--- src/sv/mfh_pkg.sv ---
// ----------------------------------------------------------------------------
// mfh_pkg: shared types and codes for the recursive mutex
// Opcodes, status codes, field widths and the controller command bundle.
// ----------------------------------------------------------------------------
package mfh_pkg;

  localparam int TASK_ID_W    = 4;
  localparam int HOLD_COUNT_W = 8;
  localparam int STATUS_W     = 3;

  typedef enum logic {
    OP_LOCK   = 1'b0,
    OP_UNLOCK = 1'b1
  } opcode_t;

  typedef enum logic [STATUS_W-1:0] {
    ST_GRANTED    = 3'd0,
    ST_RECURSED   = 3'd1,
    ST_QUEUED     = 3'd2,
    ST_QFULL      = 3'd3,
    ST_SATURATED  = 3'd4,
    ST_STILL_HELD = 3'd5,
    ST_FREED      = 3'd6,
    ST_NOT_OWNER  = 3'd7
  } status_t;

  // Commands from the controller to the datapath
  typedef struct packed {
    logic capture;  // latch the accepted request
    logic commit;   // apply the request and load the result register
  } ctrl_cmd_t;

endpackage

--- src/sv/mfh_if.sv ---
// ----------------------------------------------------------------------------
// mfh_if: request and result channels
// Valid/ready channels carrying the lock requests and their results.
// ----------------------------------------------------------------------------
interface mfh_req_if;
  logic                           valid;
  logic                           ready;
  logic                           opcode;
  logic [mfh_pkg::TASK_ID_W-1:0]  task_id;

  modport source (output valid, output opcode, output task_id, input ready);
  modport sink   (input valid, input opcode, input task_id, output ready);
endinterface

interface mfh_rsp_if;
  logic                             valid;
  logic                             ready;
  logic [mfh_pkg::STATUS_W-1:0]     status;
  logic                             woken_valid;
  logic [mfh_pkg::TASK_ID_W-1:0]    woken_task;
  logic                             owner_valid;
  logic [mfh_pkg::TASK_ID_W-1:0]    owner_task;
  logic [mfh_pkg::HOLD_COUNT_W-1:0] hold_count;

  modport source (output valid, output status, output woken_valid, output woken_task,
                  output owner_valid, output owner_task, output hold_count, input ready);
  modport sink   (input valid, input status, input woken_valid, input woken_task,
                  input owner_valid, input owner_task, input hold_count, output ready);
endinterface

--- src/sv/mfh_ram.sv ---
// ----------------------------------------------------------------------------
// mfh_ram: generic single-port-write RAM
// One write port, one read port with registered read data.
// ----------------------------------------------------------------------------
module mfh_ram #(
  parameter int WIDTH = 4,
  parameter int DEPTH = 16
) (
  input  logic                                 clk,
  input  logic                                 wr_en,
  input  logic [(DEPTH > 1 ? $clog2(DEPTH) : 1)-1:0] wr_addr,
  input  logic [WIDTH-1:0]                     wr_data,
  input  logic [(DEPTH > 1 ? $clog2(DEPTH) : 1)-1:0] rd_addr,
  output logic [WIDTH-1:0]                     rd_data
);

  logic [WIDTH-1:0] mem [DEPTH];

  always_ff @(posedge clk) begin
    if (wr_en) begin
      mem[wr_addr] <= wr_data;
    end
    rd_data <= mem[rd_addr];
  end

endmodule

--- src/sv/mfh_ctrl.sv ---
// ----------------------------------------------------------------------------
// mfh_ctrl: request sequencer
// Takes one request, waits for a free result slot, then commits it.
// ----------------------------------------------------------------------------
module mfh_ctrl (
  input  logic               clk,
  input  logic               rst,
  input  logic               req_valid,
  output logic               req_ready,
  output logic               rsp_valid,
  input  logic               rsp_ready,
  output mfh_pkg::ctrl_cmd_t cmd
);

  typedef enum logic {
    S_IDLE,
    S_EXEC
  } state_t;

  state_t state;
  logic   slot_free;

  assign slot_free   = !rsp_valid || rsp_ready;
  assign req_ready   = (state == S_IDLE) && !rst;
  assign cmd.capture = req_valid && req_ready;
  assign cmd.commit  = (state == S_EXEC) && slot_free;

  always_ff @(posedge clk) begin
    if (rst) begin
      state     <= S_IDLE;
      rsp_valid <= 1'b0;
    end else begin
      if (cmd.commit) begin
        rsp_valid <= 1'b1;
      end else if (rsp_ready) begin
        rsp_valid <= 1'b0;
      end
      case (state)
        S_IDLE: begin
          if (cmd.capture) begin
            state <= S_EXEC;
          end
        end
        S_EXEC: begin
          if (cmd.commit) begin
            state <= S_IDLE;
          end
        end
        default: begin
          state <= S_IDLE;
        end
      endcase
    end
  end

endmodule

--- src/sv/mfh_dp.sv ---
// ----------------------------------------------------------------------------
// mfh_dp: mutex datapath
// Owner, hold count, wait ring pointers and the result register.
// ----------------------------------------------------------------------------
module mfh_dp #(
  parameter int QUEUE_DEPTH = 16,
  parameter int HOLD_MAX    = 255
) (
  input  logic                             clk,
  input  logic                             rst,
  input  mfh_pkg::ctrl_cmd_t               cmd,
  input  logic                             req_opcode,
  input  logic [mfh_pkg::TASK_ID_W-1:0]    req_task_id,
  output logic [mfh_pkg::STATUS_W-1:0]     status,
  output logic                             woken_valid,
  output logic [mfh_pkg::TASK_ID_W-1:0]    woken_task,
  output logic                             owner_valid,
  output logic [mfh_pkg::TASK_ID_W-1:0]    owner_task,
  output logic [mfh_pkg::HOLD_COUNT_W-1:0] hold_count
);

  localparam int TW = mfh_pkg::TASK_ID_W;
  localparam int CW = mfh_pkg::HOLD_COUNT_W;
  localparam int HW = $clog2(HOLD_MAX + 1);
  localparam int PW = (QUEUE_DEPTH > 1) ? $clog2(QUEUE_DEPTH) : 1;
  localparam int FW = $clog2(QUEUE_DEPTH + 1);
  localparam logic [HW-1:0] HOLD_TOP  = HW'(HOLD_MAX);
  localparam logic [HW-1:0] HOLD_ONE  = HW'(1);
  localparam logic [FW-1:0] FILL_FULL = FW'(QUEUE_DEPTH);
  localparam logic [PW-1:0] PTR_LAST  = PW'(QUEUE_DEPTH - 1);

  mfh_pkg::opcode_t op_q;
  logic [TW-1:0]    tid_q;

  logic [HW-1:0] hold, hold_next;
  logic [TW-1:0] owner, owner_next;
  logic [PW-1:0] head, head_next, tail, tail_next;
  logic [FW-1:0] fill, fill_next;

  mfh_pkg::status_t st;
  logic             woke, push;
  logic [TW-1:0]    head_task;
  logic [HW+CW-1:0] hold_wide;

  // Wait ring: read address follows the head, so the registered head entry
  // is ready by the time a taken request commits.
  mfh_ram #(
    .WIDTH (TW),
    .DEPTH (QUEUE_DEPTH)
  ) u_ring (
    .clk     (clk),
    .wr_en   (cmd.commit && push),
    .wr_addr (tail),
    .wr_data (tid_q),
    .rd_addr (head),
    .rd_data (head_task)
  );

  always_comb begin
    hold_next  = hold;
    owner_next = owner;
    head_next  = head;
    tail_next  = tail;
    fill_next  = fill;
    st         = mfh_pkg::ST_NOT_OWNER;
    woke       = 1'b0;
    push       = 1'b0;
    case (op_q)
      mfh_pkg::OP_LOCK: begin
        if (hold == '0) begin
          hold_next  = HOLD_ONE;
          owner_next = tid_q;
          st         = mfh_pkg::ST_GRANTED;
        end else if (owner == tid_q) begin
          if (hold == HOLD_TOP) begin
            st = mfh_pkg::ST_SATURATED;
          end else begin
            hold_next = hold + HOLD_ONE;
            st        = mfh_pkg::ST_RECURSED;
          end
        end else if (fill == FILL_FULL) begin
          st = mfh_pkg::ST_QFULL;
        end else begin
          push      = 1'b1;
          tail_next = (tail == PTR_LAST) ? '0 : tail + PW'(1);
          fill_next = fill + FW'(1);
          st        = mfh_pkg::ST_QUEUED;
        end
      end
      mfh_pkg::OP_UNLOCK: begin
        if (hold == '0 || owner != tid_q) begin
          st = mfh_pkg::ST_NOT_OWNER;
        end else if (hold != HOLD_ONE) begin
          hold_next = hold - HOLD_ONE;
          st        = mfh_pkg::ST_STILL_HELD;
        end else begin
          st         = mfh_pkg::ST_FREED;
          hold_next  = '0;
          owner_next = '0;
          if (fill != '0) begin
            woke       = 1'b1;
            owner_next = head_task;
            hold_next  = HOLD_ONE;
            head_next  = (head == PTR_LAST) ? '0 : head + PW'(1);
            fill_next  = fill - FW'(1);
          end
        end
      end
      default: begin
        st = mfh_pkg::ST_NOT_OWNER;
      end
    endcase
  end

  assign hold_wide = {{CW{1'b0}}, hold_next};

  always_ff @(posedge clk) begin
    if (rst) begin
      hold  <= '0;
      owner <= '0;
      head  <= '0;
      tail  <= '0;
      fill  <= '0;
    end else if (cmd.commit) begin
      hold  <= hold_next;
      owner <= owner_next;
      head  <= head_next;
      tail  <= tail_next;
      fill  <= fill_next;
    end
  end

  always_ff @(posedge clk) begin
    if (cmd.capture) begin
      op_q  <= mfh_pkg::opcode_t'(req_opcode);
      tid_q <= req_task_id;
    end
    if (cmd.commit) begin
      status      <= st;
      woken_valid <= woke;
      woken_task  <= woke ? head_task : '0;
      owner_valid <= (hold_next != '0);
      owner_task  <= (hold_next != '0) ? owner_next : '0;
      hold_count  <= hold_wide[CW-1:0];
    end
  end

endmodule

--- src/sv/recursive_mutex_fifo_handoff_top.sv ---
// ----------------------------------------------------------------------------
// recursive_mutex_fifo_handoff_top: recursive mutex with a FIFO wait queue
// Lock/unlock requests in, one result per request out.
// ----------------------------------------------------------------------------
// Usage:
//   req : valid/ready channel carrying opcode (lock or unlock) and task_id.
//   rsp : valid/ready channel carrying status, the woken task, the owner and
//         the hold count after the request.
//   Every request yields exactly one result, in request order.
// Sequencing:
//   A request is taken in S_IDLE and committed from S_EXEC once the result
//   slot is free, so a new request is taken only after the last one has
//   committed. The result is registered on rsp. S_EXEC also covers the
//   registered read of the wait ring, which is addressed by the queue head.
// Reset (rst, synchronous, active high):
//   The mutex is free, the queue is empty and no result is pending. The wait
//   ring itself is not cleared; an entry is only read once it was written.
// Back-pressure:
//   A finished result is held on rsp while the receiver stalls; a following
//   request is still taken and then waits, uncommitted, until the slot frees.
// ----------------------------------------------------------------------------
module recursive_mutex_fifo_handoff_top #(
  parameter int QUEUE_DEPTH = 16,
  parameter int HOLD_MAX    = 255
) (
  input logic       clk,
  input logic       rst,
  mfh_req_if.sink   req,
  mfh_rsp_if.source rsp
);

  mfh_pkg::ctrl_cmd_t cmd;

  // Sequencer: owns the handshakes and decides when a request commits
  mfh_ctrl u_ctrl (
    .clk       (clk),
    .rst       (rst),
    .req_valid (req.valid),
    .req_ready (req.ready),
    .rsp_valid (rsp.valid),
    .rsp_ready (rsp.ready),
    .cmd       (cmd)
  );

  // Datapath: mutex state, wait ring and result register
  mfh_dp #(
    .QUEUE_DEPTH (QUEUE_DEPTH),
    .HOLD_MAX    (HOLD_MAX)
  ) u_dp (
    .clk         (clk),
    .rst         (rst),
    .cmd         (cmd),
    .req_opcode  (req.opcode),
    .req_task_id (req.task_id),
    .status      (rsp.status),
    .woken_valid (rsp.woken_valid),
    .woken_task  (rsp.woken_task),
    .owner_valid (rsp.owner_valid),
    .owner_task  (rsp.owner_task),
    .hold_count  (rsp.hold_count)
  );

`ifndef SYNTHESIS
  // A handoff always makes the woken task the owner with a single hold
  a_handoff_owner: assert property (@(posedge clk) disable iff (rst)
    rsp.valid && rsp.woken_valid |->
      rsp.status == mfh_pkg::ST_FREED && rsp.owner_valid &&
      rsp.owner_task == rsp.woken_task && rsp.hold_count == 8'd1)
    else $error("handoff result inconsistent");

  // A free mutex reports no owner
  a_free_no_owner: assert property (@(posedge clk) disable iff (rst)
    rsp.valid && !rsp.owner_valid |->
      rsp.owner_task == '0 && !rsp.woken_valid)
    else $error("free mutex reports an owner");

  // One request in flight: nothing is taken in the cycle after a request
  a_one_in_flight: assert property (@(posedge clk) disable iff (rst)
    req.valid && req.ready |=> !req.ready)
    else $error("request taken while another is in flight");
`endif

endmodule
--- src/flat_wrapper.sv ---
// flat-port wrapper written by rule: the top's interface ports become plain ports
module recursive_mutex_fifo_handoff_top_flat 
#(
  parameter int QUEUE_DEPTH = 16,
  parameter int HOLD_MAX    = 255
)
  (clk, rst, req_valid, req_opcode, req_task_id, req_ready, rsp_valid, rsp_status, rsp_woken_valid, rsp_woken_task, rsp_owner_valid, rsp_owner_task, rsp_hold_count, rsp_ready);
  mfh_req_if req_i ();
  mfh_rsp_if rsp_i ();
  input logic clk;
  input logic rst;
  input wire logic [$bits(req_i.valid)-1:0] req_valid;
  input wire logic [$bits(req_i.opcode)-1:0] req_opcode;
  input wire logic [$bits(req_i.task_id)-1:0] req_task_id;
  output wire logic [$bits(req_i.ready)-1:0] req_ready;
  output wire logic [$bits(rsp_i.valid)-1:0] rsp_valid;
  output wire logic [$bits(rsp_i.status)-1:0] rsp_status;
  output wire logic [$bits(rsp_i.woken_valid)-1:0] rsp_woken_valid;
  output wire logic [$bits(rsp_i.woken_task)-1:0] rsp_woken_task;
  output wire logic [$bits(rsp_i.owner_valid)-1:0] rsp_owner_valid;
  output wire logic [$bits(rsp_i.owner_task)-1:0] rsp_owner_task;
  output wire logic [$bits(rsp_i.hold_count)-1:0] rsp_hold_count;
  input wire logic [$bits(rsp_i.ready)-1:0] rsp_ready;
  assign req_i.valid = req_valid;
  assign req_i.opcode = req_opcode;
  assign req_i.task_id = req_task_id;
  assign req_ready = req_i.ready;
  assign rsp_valid = rsp_i.valid;
  assign rsp_status = rsp_i.status;
  assign rsp_woken_valid = rsp_i.woken_valid;
  assign rsp_woken_task = rsp_i.woken_task;
  assign rsp_owner_valid = rsp_i.owner_valid;
  assign rsp_owner_task = rsp_i.owner_task;
  assign rsp_hold_count = rsp_i.hold_count;
  assign rsp_i.ready = rsp_ready;
  recursive_mutex_fifo_handoff_top #(.QUEUE_DEPTH(QUEUE_DEPTH), .HOLD_MAX(HOLD_MAX)) u_core (.clk(clk), .rst(rst), .req(req_i), .rsp(rsp_i));
endmodule
--- config.mk ---
export PLATFORM = sky130hd
export DESIGN_NAME = recursive_mutex_fifo_handoff_top_flat
export DESIGN_NICKNAME = d
export VERILOG_FILES = /design/src/sv/mfh_pkg.sv /design/src/sv/mfh_if.sv /design/src/sv/mfh_ram.sv /design/src/sv/mfh_ctrl.sv /design/src/sv/mfh_dp.sv /design/src/sv/recursive_mutex_fifo_handoff_top.sv /design/src/flat_wrapper.sv
export SDC_FILE = /design/constraint.sdc
export NUM_CORES = 1
export LEC_CHECK = 0
export BUFFER_PORTS_ARGS = -buffer_cell sky130_fd_sc_hd__buf_2
export CORE_MARGIN = 3
export CORE_UTILIZATION = 57
export CTS_BUF_LIST = sky130_fd_sc_hd__clkbuf_4 sky130_fd_sc_hd__clkbuf_8
export CTS_CLUSTER_SIZE = 14
export DETAILED_ROUTE_END_ITERATION = 8
export HOLD_SLACK_MARGIN = 0.03
export PLACE_DENSITY = 0.83
export SLEW_MARGIN = 10
export SYNTH_ARGS = -nofsm -noshare
export SYNTH_HDL_FRONTEND = slang
export SYNTH_HIERARCHICAL = 1
export SYNTH_SLANG_ARGS = --single-unit
--- constraint.sdc ---
create_clock -name clk -period 3 [get_ports clk]
set_input_delay 0.6 -clock clk [delete_from_list [all_inputs] [get_ports clk]]
set_output_delay 0.6 -clock clk [all_outputs]
set_load 0.01 [all_outputs]
==> run summary <==
status = complete, no violations
antenna cells = 0
Synth Area per Inst = 13.3 um^2
max frequency = 346 MHz
Seq cells post-synth = 121
Reg clk slew, reported paths = 0.08 ns
Area Growth Syn to Fin = 14.5%
total CTS buffers = 17
first-pass GRT wire length = 19500 um
cell with the most instances after synthesis = edfxtp_1
root buffer cell = clkbuf_8
Post-synth top cells = edfxtp_1, nor2_1, dfxtp_1
Rows = 35
die area = 0.0110 mm^2
largest net degree at the start of global routing = 33
initial antenna violation count = 0
Yosys top cell by area = edfxtp_1
fin. max-slew vios = 0
Warnings, synthesis = 6
CTS tree = done
hold buffer count at cts = 0
CP startpoint kind = flip-flop
Chip Height = 105 um
CP cell instances = inv_1, ha_1, nor4b_2, and2_1, or3_1, a221o_1, a221oi_2, nand4_1, and2_1
port bufs = 31
number of global-route vias before repair = 3707
Crit path top cell by count = and2_1
CP arrival = 3.08 ns
clock sinks = 121
TritonRoute pass-1 iters = 5
setup_tns = 0 ns
Sw Pwr = 912 uW
critical path data required time = 3.19 ns
Net Sw Frac = 26.0%
Buf/Inv on CP = 1
final hold violations = 0
power per cell area = 548 mW/mm^2
Initial Util = 59.7%
final core utilization = 68.4%
DP Wirelength = 8550 um
# Max-Cap Violations = 0
Synth async-reset ratio = 0%
Top-Level Pins = 32
Synth Instances = 420
Comb pwr share = 5.9%
most common flop cell mapped by yosys = edfxtp_1
CP endpoint kind = flip-flop
crit-path max FO = 6
post-synth top area share = 48.3%
gr ovfl total = 0
Post-DRT Antenna Nets = 0
final number of setup-violating endpoints = 0
Critical Path Slowest Stage Cell = or3_1
Synth area leaders = edfxtp_1, dfxtp_1, mux4_1
maximum vdd ir drop = 396 uV
Die Wd = 105 um
number of synthesized flops with an enable pin = 90
crit-path max cell delay = 0.40 ns
Slew @ Worst Pin = 0.810 ns
Max H-tree Level = 4
crit-path leading delay family = simple AND/OR/NAND/NOR gates
Hold WS = 0.341 ns
Slew headroom = 46.0%
total power = 3.51 mW
core area = 0.00937 mm^2
gpl congestion = 0.958
setup slack, reg-to-reg = 0.11 ns
Leak = 2.27 nW
clock share of power = 41.8%
Synth cell types = 62
critical path class = reg2reg
routed len/inst = 20.0 um
Mapped Nets = 439
gr usage total = 23.1%
Int Power = 2.60 mW
drt via density = 6.29
total wire length = 12300 um
Cell Area, Placed = 0.00597 mm^2
Setup Skew = 0.0101 ns
clk_lat worst skew = 0.43 ns
sequential share of power = 52.2%
DRC = 0
ratio of cells with drive above 1 in the final layout = 22.0%
vias after detailed routing = 3866
HP Class = in2reg
Tcrit/Tclk final = 96.3%
synthesized area = 0.00560 mm^2
Seq/Total Area, Yosys = 59.4%
Iter 0 DRT Violations = 417
Layout Cell Area excl Fill = 0.00641 mm^2
Tmin final = 2.89 ns
clock buffer depth = 2
Final Net Count = 492
## power groups by stage
| stage | Clock (mW) | Combinational, mW | Sequential (mW) |
|---|---|---|---|
| after floorplan | 0 | 0.120 | 1.88 |
| after global placement | 0 | 0.195 | 1.87 |
| after detailed placement | 0 | 0.201 | 1.87 |
| after CTS | 1.49 | 0.201 | 1.83 |
| after global routing | 1.57 | 0.226 | 1.84 |
| final | 1.47 | 0.208 | 1.83 |
## cell type report
| cell class | count | area, um^2 |
|---|---|---|
| Clock buffer | 17 | 234 |
| Clock inverter | 15 | 174 |
| Fill cell | 660 | 2970 |
| Inverter | 13 | 48.8 |
| Multi-Input combinational cell | 265 | 2130 |
| Sequential cell | 121 | 3320 |
| Tap cell | 129 | 161 |
| Timing Repair Buffer | 55 | 335 |
## worst reg2reg max path, delay by kind of cell, from the launching register on
kind | cells | cell delay [ns]
simple gates | 5 | 1.26
compound gates | 2 | 0.71
flops | 1 | 0.38
fa+ha+maj | 1 | 0.21
buf+inv | 1 | 0.11
## state kept, by name, indices dropped and copies added, names as in the netlist
register	count
u_core/u_ctrl/rsp_valid	1
u_core/u_ctrl/state	1
u_core/u_dp/fill	5
u_core/u_dp/head	4
u_core/u_dp/hold	8
u_core/u_dp/hold_count	8
u_core/u_dp/op_q	1
u_core/u_dp/owner	4
u_core/u_dp/owner_task	4
u_core/u_dp/owner_valid	1
u_core/u_dp/status	3
u_core/u_dp/tail	4
u_core/u_dp/tid_q	4
u_core/u_dp/u_ring/mem	64
u_core/u_dp/u_ring/rd_data	4
u_core/u_dp/woken_task	4
u_core/u_dp/woken_valid	1
## cell families (layout without fill, tap and decap cells)
logic type	Yosys count	in the layout	synth area share [%]
buffers and inverters	34	100	3.02
AND/OR/NAND/NOR	145	145	13.8
multiplexers	30	30	9.88
flip-flops	121	121	59.4
adder cells (fa/ha/maj)	10	10	2.37
XOR/XNOR	11	11	1.72
AO/OA/AOI/OAI	69	69	9.82
## metal layers
| metal | share of wire, % | vias up | track usage (%) |
|---|---|---|---|
| met4 | 2.6 | 0 | 8.53 |
| met5 | 0 | - | 0 |
| met1 | 41 | 1868 | 30.5 |
| met2 | 47 | 209 | 35.9 |
| li1 | - | 1752 | - |
| met3 | 9.4 | 37 | 7.35 |
## worst paths after layout
check                              startpoint                                 endpoint  cells past startpoint
max          u_core/u_dp/hold[1]$_SDFFE_PP0P_  u_core/u_dp/owner_task[2]$_SDFFCE_PN0P_                      9
min reg2reg    u_core/u_ctrl/state$_SDFF_PP0_     u_core/u_ctrl/rsp_valid$_SDFFE_PP0P_                      2
min                                req_opcode               u_core/u_dp/op_q$_DFFE_PP_                      1
max reg2reg  u_core/u_dp/hold[1]$_SDFFE_PP0P_  u_core/u_dp/owner_task[2]$_SDFFCE_PN0P_                      9
## layout by cell type (no fill, tap or decap), types with 14 or more instances in the layout
master	n
buf_2	31
mux4_1	14
edfxtp_1	90
dfxtp_1	30
clkbuf_8	17
nor2_1	45
nand2_1	22
mux2i_1	14
buf_4	24
nand3_1	18
## through the flow
| step | worst slack, ns | std cells |
|---|---|---|
| after floorplan | 0.109 | 420 |
| after global placement | 0.310 | 582 |
| after detailed placement | 0.142 | 582 |
| after CTS | 0.129 | 614 |
| after global routing | -0.0163 | 615 |
| final | 0.110 | 615 |
## timing repair
item	4_1_cts	5_1_grt
endpoints found under the setup margin	0	15
buffers inserted	0	1
resized for setup	0	4
Note: power is estimated with default switching activity, not from simulation.
